$ cat config.mk
export PLATFORM = sky130hd
export DESIGN_NAME = tlpm_ram
export DESIGN_NICKNAME = d
export VERILOG_FILES = /design/src/tlpm_ram.sv
export SDC_FILE = /design/constraint.sdc
export NUM_CORES = 1
export LEC_CHECK = 0
export ABC_AREA = 1
export ABC_CLOCK_PERIOD_IN_PS = 3700
export BUFFER_PORTS_ARGS = -buffer_cell sky130_fd_sc_hd__buf_2
export CORE_AREA = 2 2 122 124
export DETAILED_ROUTE_END_ITERATION = 12
export DIE_AREA = 0 0 124 126
export HOLD_SLACK_MARGIN = 0.12
export PLACE_DENSITY = 0.6
export SYNTH_ARGS = -nofsm -noshare
export SYNTH_HDL_FRONTEND = slang
export SYNTH_SLANG_ARGS = --single-unit
$ cat constraint.sdc
create_clock -name clk -period 3.7 [get_ports clk]
set_clock_uncertainty 0.2 [all_clocks]
set_input_delay 0.185 -clock clk [delete_from_list [all_inputs] [get_ports clk]]
set_output_delay 0.185 -clock clk [all_outputs]
set_load 0.05 [all_outputs]
$ cat src/tlpm_ram.sv
`default_nettype none

module tlpm_ram #(
  parameter int WIDTH = 8,
  parameter int DEPTH = 16,
  localparam int AW = (DEPTH > 1) ? $clog2(DEPTH) : 1
) (
  input  wire logic             clk,
  input  wire logic             we,
  input  wire logic [AW-1:0]    addr,
  input  wire logic [WIDTH-1:0] wdata,
  output logic      [WIDTH-1:0] rdata
);

  logic [WIDTH-1:0] mem [DEPTH];

  // Write on request, register the read word
  always_ff @(posedge clk) begin
    if (we) begin
      mem[addr] <= wdata;
    end
    rdata <= mem[addr];
  end

endmodule

`default_nettype wire

==> key figures, run 1 <==
STA
  – Slew Limit Fails: 0
  – Setup TNS: 0 ps
  – FMAX: 0.528 GHz
  – RSZ-0062 raised after global routing: no
  – Hold WS: 153 ps
  – Slew margin rel.: 0.484
  – Worst slew pin tran: 772 ps
  – Final-report setup violation count: 0
  – Period utilisation layout: 0.512
  – Final Hold Fails: 0
  – Crit path time final: 1890 ps

Pwr
  – Power per cell area: 572 mW/mm^2
  – Lkg Pwr: 2.76 nW
  – VDD IR max: 0.000572 V
  – Tot Pwr: between 0.003 and 0.004 W

Floorplanning
  – DIE WIDTH: ~120 um
  – Starting Density: 0.391
  – Die height: approximately 130 um
  – Die Area: 0.0156 mm^2
  – Ports: 22
  – Core ar.: around 0.014 mm^2
  – Rows: 44

Global routing
  – GRT Overall Usage: 0.168
  – Initial antenna violation count: 0
  – Grt ovf: 0
  – First-pass GRT wire length: 18900 um
  – Largest net degree at the start of global routing: 49
  – Number of global-route vias before repair: 3548

Critical path
  – Nature of the critical path startpoint: input port
  – Critical Path RT: ~3500 ps
  – Crit end category: flip-flop
  – Setup CP Type: in2reg
  – R2R depth: 8
  – Worst-path maximum fanout: 36
  – Worst EP arrival: 1740 ps

Placed design
  – Port Buffers: 21
  – Placement Cell Area: approximately 0.006 mm^2
  – DP HPWL: 7470 um
  – Final GP Congestion: roughly 0.90

Final layout
  – Leading cell type in the layout, fill and taps excluded: nand2_1
  – Final net count: 592
  – Layout Utilization: 0.457
  – N_diodes: 0
  – Layout cell share with drive strength beyond 1: 0.0964
  – Post-route cell area: 0.00654 mm^2
  – Multi-input logic area: 0.00139 mm^2
  – Most frequent cells in the layout: nand2_1 (346), edfxtp_1 (128), inv_1 (21), buf_2 (21), nor2_1 (18)
  – Register area: 0.00400 mm^2
  – Syn-to-layout area delta: 17.0%
  – Number of fillers in the final layout: 1363

Logic synthesis
  – Synthesized area per cell: 10.2 um^2
  – Synth Register Bits: 136
  – Ys Warns: 0
  – Syn Std Cell Area: about 0.0056 mm^2
  – Synth area leader: edfxtp_1
  – Syn nets: 562
  – Yosys top cell area share: 0.687
  – Synth area leaders: edfxtp_1 (69%), nand2_1 (23%), dfxtp_1 (2.9%), inv_1 (1.4%), nor2_1 (1.2%)
  – Cells after synthesis: 548
  – Sequential fraction of the synthesis area: 0.716
  – Number of distinct library cells after synthesis: 11

Clock network
  – H-tree depth: 4
  – Root buffer cell: clkbuf_16
  – Clk buf depth: 2
  – Post-CTS setup buffer count: 0
  – CTS tree: built
  – Clk sinks: ~140
  – Worst-skew pair later-pin latency: 410 ps
  – Cts bufs inserted: 17
  – Clock slew at reported path FFs: 60 ps

Hold path
  – Hold Path Stages: 6
  – Worst min path class: in2reg

Detailed routing
  – DR WL/cell: 15.5 um
  – Initial drt markers: between 200 and 250
  – 1st-pass router iterations: 4
  – Via count: about 3600
  – DRT antenna net count: 0
  – Residual DRC: 0
  – Via density: 4.66
  – Final wirelength: 12000 um

Flow run
  – Max-Cap Viols: 0

Status
  – Outcome: complete, no violations
[final timing paths]
check	from	end	slack [ps]
max reg2reg	mem[0][3]$_DFFE_PP_	rdata[3]$_DFF_P_	2430
min reg2reg	mem[12][6]$_DFFE_PP_	rdata[6]$_DFF_P_	510
min	addr[3]	rdata[0]$_DFF_P_	150
max	addr[0]	mem[6][4]$_DFFE_PP_	1810
[cells in the mapped netlist (all sizes together)]
cell type and count:
buf 18, inv 22, dfxtp 8, nand3 4, edfxtp 128, clkinv 1
nor2 18, clkbuf 3, nand2 346
[sequential cells by signal (all words and copies together) (netlist names)]
register	flops
mem	128
rdata	8
[per-stage QoR]
| stage | cells | setup WS, ps |
|---|---|---|
| after floorplan | 548 | 1940 |
| after global placement | 735 | 1410 |
| after detailed placement | 735 | 1350 |
| after CTS | 775 | 1800 |
| after global routing | 775 | 1630 |
| final | 775 | 1810 |
[cell families (layout without fill, tap and decap cells)]
group | Yosys count | count (layout) | share of synthesized area
and+or+nand+nor | 368 | 368 | 0.248
DFF | 136 | 136 | 0.716
buffers and inverters | 44 | 87 | 0.0362
[worst max-delay path, cell delays in order]
cell and delay (ps):
buf_2 300, inv_2 330, nand3_1 260, nor2_1 650
[area by class of cell]
class,instances,area share
clock buffers,17,0.0650
clock inverters,15,0.0308
inverters,23,0.0132
multi-input cells,368,0.212
flip-flops and latches,136,0.612
well taps,184,0.0352
repair buffers,32,0.0318
[routing by layer]
metal | vias to the layer above | global-route usage | routed length (um)
met5 | - | 0 | 0
met4 | 0 | 0.0555 | 139
met3 | 12 | 0.0494 | 673
met2 | 105 | 0.254 | 5530
met1 | 1678 | 0.233 | 5680
li1 | 1813 | - | -
[power breakdown]
group	total, W	leakage (nW)	internal (W)	switching [W]
logic	0.000239	1.25	0.0000576	0.000181
registers	0.00173	1.22	0.00172	0.00000873
clock network	0.00177	0.288	0.00113	0.000640
total	0.00374	2.76	0.00291	0.000830
[timing repair]
item / 4_1_cts / 5_1_grt
gates resized for setup: 0 / 0
endpoints found under the hold margin: 128 / 0
hold buffers: 8 / 0
Power figures use the tool's default switching activity.
==> run 2: changes to the inputs <==
- ABC_AREA: 1 -> 0
- ABC_CLOCK_PERIOD_IN_PS: 3700 -> 1890
- CORE_AREA: 2 2 122 124 -> 2 2 116 118
- DIE_AREA: 0 0 124 126 -> 0 0 118 120
- clock period: 3.7 -> 1.89 ns (I/O delays scaled with it)
==> run 2 against run 1 <==
Compared with the run above:
- routed wire length down 19%
- via count down 34%
- design area down 3.9%
- critical path type unchanged
- power up 92%
- final cell count down 37%
- area after synthesis down 9.4%
- synthesized cell count down 58%
==> key figures, run 2 <==
Status
  – Outcome: complete, no violations

Final layout
  – Fin cells: 485 (-37%)
  – N_diodes: 0 (unchanged)
  – Most frequent cells in the layout: edfxtp_1 (128), mux4_2 (32), buf_4 (23)
  – Register area: 0.00400 mm^2 (unchanged)
  – Syn-to-layout area delta: 24.0%
  – Layout Utilization: 0.484 (+0.0273)
  – Final net count: 310 (-48%)
  – Largest reg by FF count: mem
  – Layout cell share with drive strength beyond 1: 0.350 (+0.253)
  – Multi-input logic area: 0.00100 mm^2 (-28%)
  – Number of fillers in the final layout: 1066 (-22%)
  – Post-route cell area: 0.00629 mm^2 (-3.9%)
  – Leading cell type in the layout, fill and taps excluded: edfxtp_1
  – Largest register FFs: 128 (unchanged)
  – Top flop regs: mem: 128 flops, rdata: 8 flops

Flow run
  – Max-Cap Viols: 0 (unchanged)

Placed design
  – Inst Count DP: 442 (-40%)
  – DP HPWL: 6260 um (-16%)
  – Placement Cell Area: 0.00557 mm^2 (-4.6%)
  – Final GP Congestion: 0.748 (-17%)
  – Port Buffers: 21 (unchanged)

STA
  – Final Hold Fails: 0 (unchanged)
  – Hold WS: 148 ps (-5.20 ps)
  – Crit path time final: 1830 ps
  – Worst slew pin tran: 426 ps (-346 ps)
  – Final-report setup violation count: 0 (unchanged)
  – Period utilisation layout: 0.967
  – FMAX: 0.547 GHz
  – Slew margin rel.: 0.716 (+0.232)
  – Setup TNS: 0 ps (unchanged)
  – Slew Limit Fails: 0 (unchanged)
  – RSZ-0062 raised after global routing: no

Floorplanning
  – Core ar.: 0.0130 mm^2 (-9.3%)
  – Ports: 22 (unchanged)
  – Die Area: 0.0142 mm^2 (-9.4%)
  – DIE WIDTH: 118 um (-4.8%)
  – Die height: 120 um (-4.8%)
  – Rows: 42 (-4.5%)
  – Starting Density: 0.390 (about the same)

Detailed routing
  – DR WL/cell: 20.0 um (+29%)
  – Via count: 2386 (-34%)
  – Residual DRC: 0 (unchanged)
  – Final wirelength: 9710 um (-19%)
  – Initial drt markers: 190 (-24%)
  – 1st-pass router iterations: 4 (unchanged)
  – DRT antenna net count: 0 (unchanged)
  – Via density: 4.92 (+5.7%)

Logic synthesis
  – Number of distinct library cells after synthesis: 18 (+7)
  – Post-synth EDFFs: 128 (unchanged)
  – Synth area leaders: edfxtp_1 (76%), mux4_2 (14%), dfxtp_1 (3.2%), a22oi_1 (2.4%), nor2_1 (0.96%)
  – Ys Warns: 0 (unchanged)
  – Syn Std Cell Area: 0.00507 mm^2 (-9.4%)
  – Synth Register Bits: 136 (unchanged)
  – Cell with the most instances after synthesis: edfxtp_1
  – Synth area leader: edfxtp_1
  – Asr flop ratio synth: 0 (unchanged)
  – Synthesized area per cell: 22.0 um^2 (+120%)
  – Yosys top cell area share: 0.759 (+0.0713)
  – Post-synth top cells: edfxtp_1 (128), mux4_2 (32), a22oi_1 (16)
  – Syn nets: 244 (-57%)
  – Cells after synthesis: 230 (-58%)
  – Sequential fraction of the synthesis area: 0.790 (+0.0742)
  – Predominant post-synthesis flop cell: edfxtp_1

Pwr
  – Lkg Pwr: 2.10 nW (-24%)
  – VDD IR max: 0.000595 V (+4.1%)
  – Power per cell area: 1140 mW/mm^2 (+100%)

Critical path
  – Worst EP arrival: 1740 ps (about the same)
  – Critical Path RT: 1800 ps (-1740 ps)
  – Worst-path maximum fanout: 8 (-78%)
  – Worst r2r src: mem[2][4]$_DFFE_PP_
  – Crit end category: flip-flop
  – Nature of the critical path startpoint: input port
  – Setup CP Type: in2reg
  – Setup crit start: addr[2]

Clock network
  – Worst-skew pair later-pin latency: 410 ps (about the same)
  – Clock slew at reported path FFs: 60 ps (about the same)
  – Clk sinks: 136 (unchanged)
  – Clk buf depth: 2 (unchanged)
  – Hold_buf cts: 11 (+3)
  – CTS tree: built
  – Root buffer cell: clkbuf_16
  – Post-CTS Resized: 0 (unchanged)
  – Cts bufs inserted: 17 (unchanged)
  – H-tree depth: 4 (unchanged)
  – Post-CTS setup buffer count: 0 (unchanged)

Global routing
  – First-pass GRT wire length: 14900 um (-21%)
  – Initial antenna violation count: 0 (unchanged)
  – Grt ovf: 0 (unchanged)
  – GRT Overall Usage: 0.147 (-0.0214)
  – Number of global-route vias before repair: 2553 (-28%)
  – Largest net degree at the start of global routing: 40 (-18%)

Hold path
  – Worst min path class: in2reg
  – Hold Crit Start: we
==> run 2: area by class of cell <==
class,count,share of cell area
sequential,136,0.637
multi-input combinational,83,0.160
clock buffer,19,0.0689
tap,176,0.0350
timing repair buffer,58,0.0713
clock inverter,13,0.0283
==> run 2: final timing paths <==
kind / depth (start not counted) / slack [ps] / endpoint
worst min-delay path: 4 / 150 / mem[15][5]$_DFFE_PP_
worst max register to register: 3 / 360 / rdata[4]$_DFF_P_
worst min register to register: 3 / 460 / rdata[2]$_DFF_P_
worst max-delay path: 5 / 60 / mem[0][3]$_DFFE_PP_
==> run 2: logic make-up after synthesis <==
family / count (synthesis) / share of synthesized area
DFF: 136 / 0.790
and+or+nand+nor: 35 / 0.0321
muxes: 32 / 0.142
AOI/OAI and AO/OA: 16 / 0.0237
buffers and inverters: 11 / 0.0119
==> run 2: through the flow <==
stage	setup WS (ps)	total power, W
global placement	215	0.00385
finish	61.9	0.00719
detailed placement	209	0.00385
CTS	72.1	0.00723
floorplan	102	0.00369
global route	6.70	0.00742
==> run 2: power breakdown <==
part	switching (W)	internal, W	total (W)
Clock	0.00119	0.00220	0.00339
Sequential	0.0000225	0.00337	0.00340
Combinational	0.000246	0.000159	0.000406
Total	0.00146	0.00573	0.00719
==> run 2: metal layers <==
| layer | wire (um) | GRT usage |
|---|---|---|
| met1 | 4240 | 0.197 |
| met2 | 4960 | 0.233 |
| met3 | 368 | 0.0352 |
| met4 | 136 | 0.0580 |
| met5 | 0 | 0 |
==> run 2: critical path, stage by stage <==
cell and delay, ps:
dlygate4sd3_1 530, buf_2 160, or3b_2 520, nor3_1 220, buf_4 210
==> run 3: changes to the inputs <==
--- a/config.mk
+++ b/config.mk
@@ -14,4 +14,5 @@
 export HOLD_SLACK_MARGIN = 0.12
 export PLACE_DENSITY = 0.6
+export SLEW_MARGIN = 20
 export SYNTH_ARGS = -nofsm -noshare
 export SYNTH_HDL_FRONTEND = slang
==> constraint.sdc (replaced) <==
create_clock -name clk -period 1.89 [get_ports clk]
set_clock_uncertainty 0.2 [all_clocks]
set_input_delay 0 -clock clk [delete_from_list [all_inputs] [get_ports clk]]
set_output_delay 0 -clock clk [all_outputs]
set_load 0.05 [all_outputs]
==> run 3 against run 2 <==
Compared with the run above:
- worst setup slack improved by 12 ps
- critical path type unchanged
- count of clock-buffer cells in the layout is 2 higher
- sequential cell count did not move
- non-clock buffer count grew 3
- final cell count increased by 0.62%
- first-iteration DRC count shrank 23%
- via count increased by 1.3%
- design area shrank 0.36%
==> key figures, run 3 (synthesized netlist as in run 2, its figures left out) <==
Detailed routing
  – Via density: 4.95 (+0.68%)
  – Final wirelength: 9460 um (-2.5%)
  – DRT antenna net count: 0 (unchanged)
  – DR WL/cell: 19.4 um (-3.1%)
  – Via count: 2417 (+1.3%)
  – Initial drt markers: 146 (-23%)
  – 1st-pass router iterations: 4 (unchanged)
  – Residual DRC: 0 (unchanged)

Final layout
  – Final net count: 313 (+0.97%)
  – Layout Utilization: 0.483 (-0.00173)
  – Most frequent cells in the layout: edfxtp_1 (128), mux4_2 (32), buf_4 (22)
  – N_diodes: 0 (unchanged)
  – Layout cell share with drive strength beyond 1: 0.353 (+0.00305)
  – Post-route cell area: 0.00626 mm^2 (-0.36%)
  – Multi-input logic area: 0.00100 mm^2 (unchanged)
  – Leading cell type in the layout, fill and taps excluded: edfxtp_1
  – Number of fillers in the final layout: 1080 (+1.3%)
  – Syn-to-layout area delta: 23.6%
  – Largest reg by FF count: mem
  – Register area: 0.00400 mm^2 (unchanged)
  – Top flop regs: mem: 128 flops, rdata: 8 flops
  – Largest register FFs: 128 (unchanged)

STA
  – RSZ-0062 raised after global routing: no
  – Worst slew pin tran: 523 ps (+96.9 ps)
  – Period utilisation layout: 0.961 (-0.00636)
  – Slew margin rel.: 0.650 (-0.0659)
  – Crit path time final: 1820 ps (-12.0 ps)
  – Slew Limit Fails: 0 (unchanged)
  – FMAX: 0.551 GHz (+0.66%)
  – Final-report setup violation count: 0 (unchanged)
  – Setup TNS: 0 ps (unchanged)
  – Final Hold Fails: 0 (unchanged)

Global routing
  – Initial antenna violation count: 0 (unchanged)
  – Grt ovf: 0 (unchanged)
  – Largest net degree at the start of global routing: 24 (-40%)
  – First-pass GRT wire length: 15000 um (+0.41%)
  – Number of global-route vias before repair: 2586 (+1.3%)
  – GRT Overall Usage: 0.148 (+0.000963)

Floorplanning
  – Die height: 120 um (unchanged)
  – Starting Density: 0.390 (unchanged)
  – Core ar.: 0.0130 mm^2 (unchanged)
  – Rows: 42 (unchanged)
  – Ports: 22 (unchanged)
  – DIE WIDTH: 118 um (unchanged)
  – Die Area: 0.0142 mm^2 (unchanged)

Critical path
  – Worst r2r src: mem[3][4]$_DFFE_PP_
  – Crit path top cell by count: dlygate4sd3_1
  – Nature of the critical path startpoint: input port
  – WP buf/inv: 4 (+1)
  – FF-to-FF End: rdata[4]$_DFF_P_
  – Crit path cell chain: dlygate4sd3_1 > buf_2 > nor2b_1 > dlygate4sd3_1 > buf_4 > a22oi_1 > nand2_1
  – CP Depth: 7 (+2)
  – CP max-delay cell: dlygate4sd3_1
  – Worst-path maximum fanout: 8 (unchanged)
  – Reg2reg setup slack: 340 ps (-20 ps)
  – Setup CP Type: in2reg
  – Critical Path RT: 1980 ps (+180 ps)
  – Worst EP arrival: 1910 ps (+170 ps)
  – Delay of the slowest critical-path stage: 550 ps (+20 ps)
  – R2R depth: 3 (unchanged)
  – Crit end category: flip-flop
  – CP top delay family: buffers and inverters

Pwr
  – Switching power total: 0.00144 W (-1.0%)
  – Lkg Pwr: 2.09 nW (-0.61%)
  – Tot Pwr: 0.00675 W (-6.0%)
  – Internal Dissipation: 0.00531 W (-7.3%)
  – Register share of total power: 0.503 (+0.031)
  – Power per cell area: 1080 mW/mm^2 (-5.7%)
  – Clk pwr share: 0.436 (-0.035)
  – VDD IR max: 0.000607 V (+1.9%)
  – Comb power frac: 0.061 (+0.005)
  – Sw frac: 0.214 (+0.0108)

Clock network
  – H-tree depth: 4 (unchanged)
  – Root buffer cell: clkbuf_16
  – Cts bufs inserted: 17 (unchanged)
  – Post-CTS setup buffer count: 0 (unchanged)
  – Post-CTS Resized: 0 (unchanged)
  – Hold_buf cts: 14 (+3)
  – Worst-skew pair later-pin latency: 410 ps (about the same)
  – CTS tree: built
  – Clock slew at reported path FFs: 60 ps (about the same)
  – Clk sinks: 136 (unchanged)
  – Clk buf depth: 2 (unchanged)

Hold path
  – Hold Crit Start: wdata[3]
  – Hold Path Stages: 2 (-2)
  – Worst min path class: in2reg
  – Hold EP: mem[6][3]$_DFFE_PP_

Placed design
  – Placement Cell Area: 0.00558 mm^2 (+0.22%)
  – DP HPWL: 6360 um (+1.5%)
  – Final GP Congestion: 0.792 (+5.9%)
  – Port Buffers: 21 (unchanged)

Status
  – Outcome: complete, no violations

Flow run
  – Max-Cap Viols: 0 (unchanged)
[run 3: how the worst max path moves through the flow]
| stage | start | end | slack, ps |
|---|---|---|---|
| after CTS | addr[2] | rdata[4]$_DFF_P_ | 110 |
| after global routing | addr[2] | rdata[4]$_DFF_P_ | 30 |
| final | addr[2] | rdata[4]$_DFF_P_ | 70 |
| after detailed placement | addr[0] | rdata[4]$_DFF_P_ | 280 |
| after floorplan | addr[2] | mem[0][0]$_DFFE_PP_ | 200 |
| after global placement | addr[0] | rdata[4]$_DFF_P_ | 300 |
[run 3: layout make-up]
class,instances,area share
tap,176,0.0352
clock buffer,21,0.0751
clock inverter,11,0.0120
timing repair buffer,61,0.0783
multi-input combinational,83,0.160
sequential,136,0.639
[run 3: metal layers]
metal  routed length (um)  track usage  vias up
li1                     -            -     1098
met1                 4210        0.188     1271
met2                 4820        0.242       34
met3                  258       0.0347       14
met4                  176       0.0678        0
met5                    0            0        -
[run 3: metrics by stage]
step / setup WS [ps] / instances / hold slack, ps
global route: 26.5 / 488 / 355
floorplan: 197 / 230 / -101
detailed placement: 282 / 442 / 204
global placement: 304 / 442 / 184
CTS: 113 / 488 / 325
finish: 73.9 / 488 / 330
[run 3: power by group through the flow]
stage          Clock (W)  Sequential, W  Combinational (W)
2_1_floorplan          0        0.00352           0.000174
3_3_place_gp           0        0.00346           0.000392
3_5_place_dp           0        0.00346           0.000399
4_1_cts          0.00300        0.00340           0.000423
5_1_grt          0.00314        0.00340           0.000447
6_report         0.00295        0.00339           0.000412
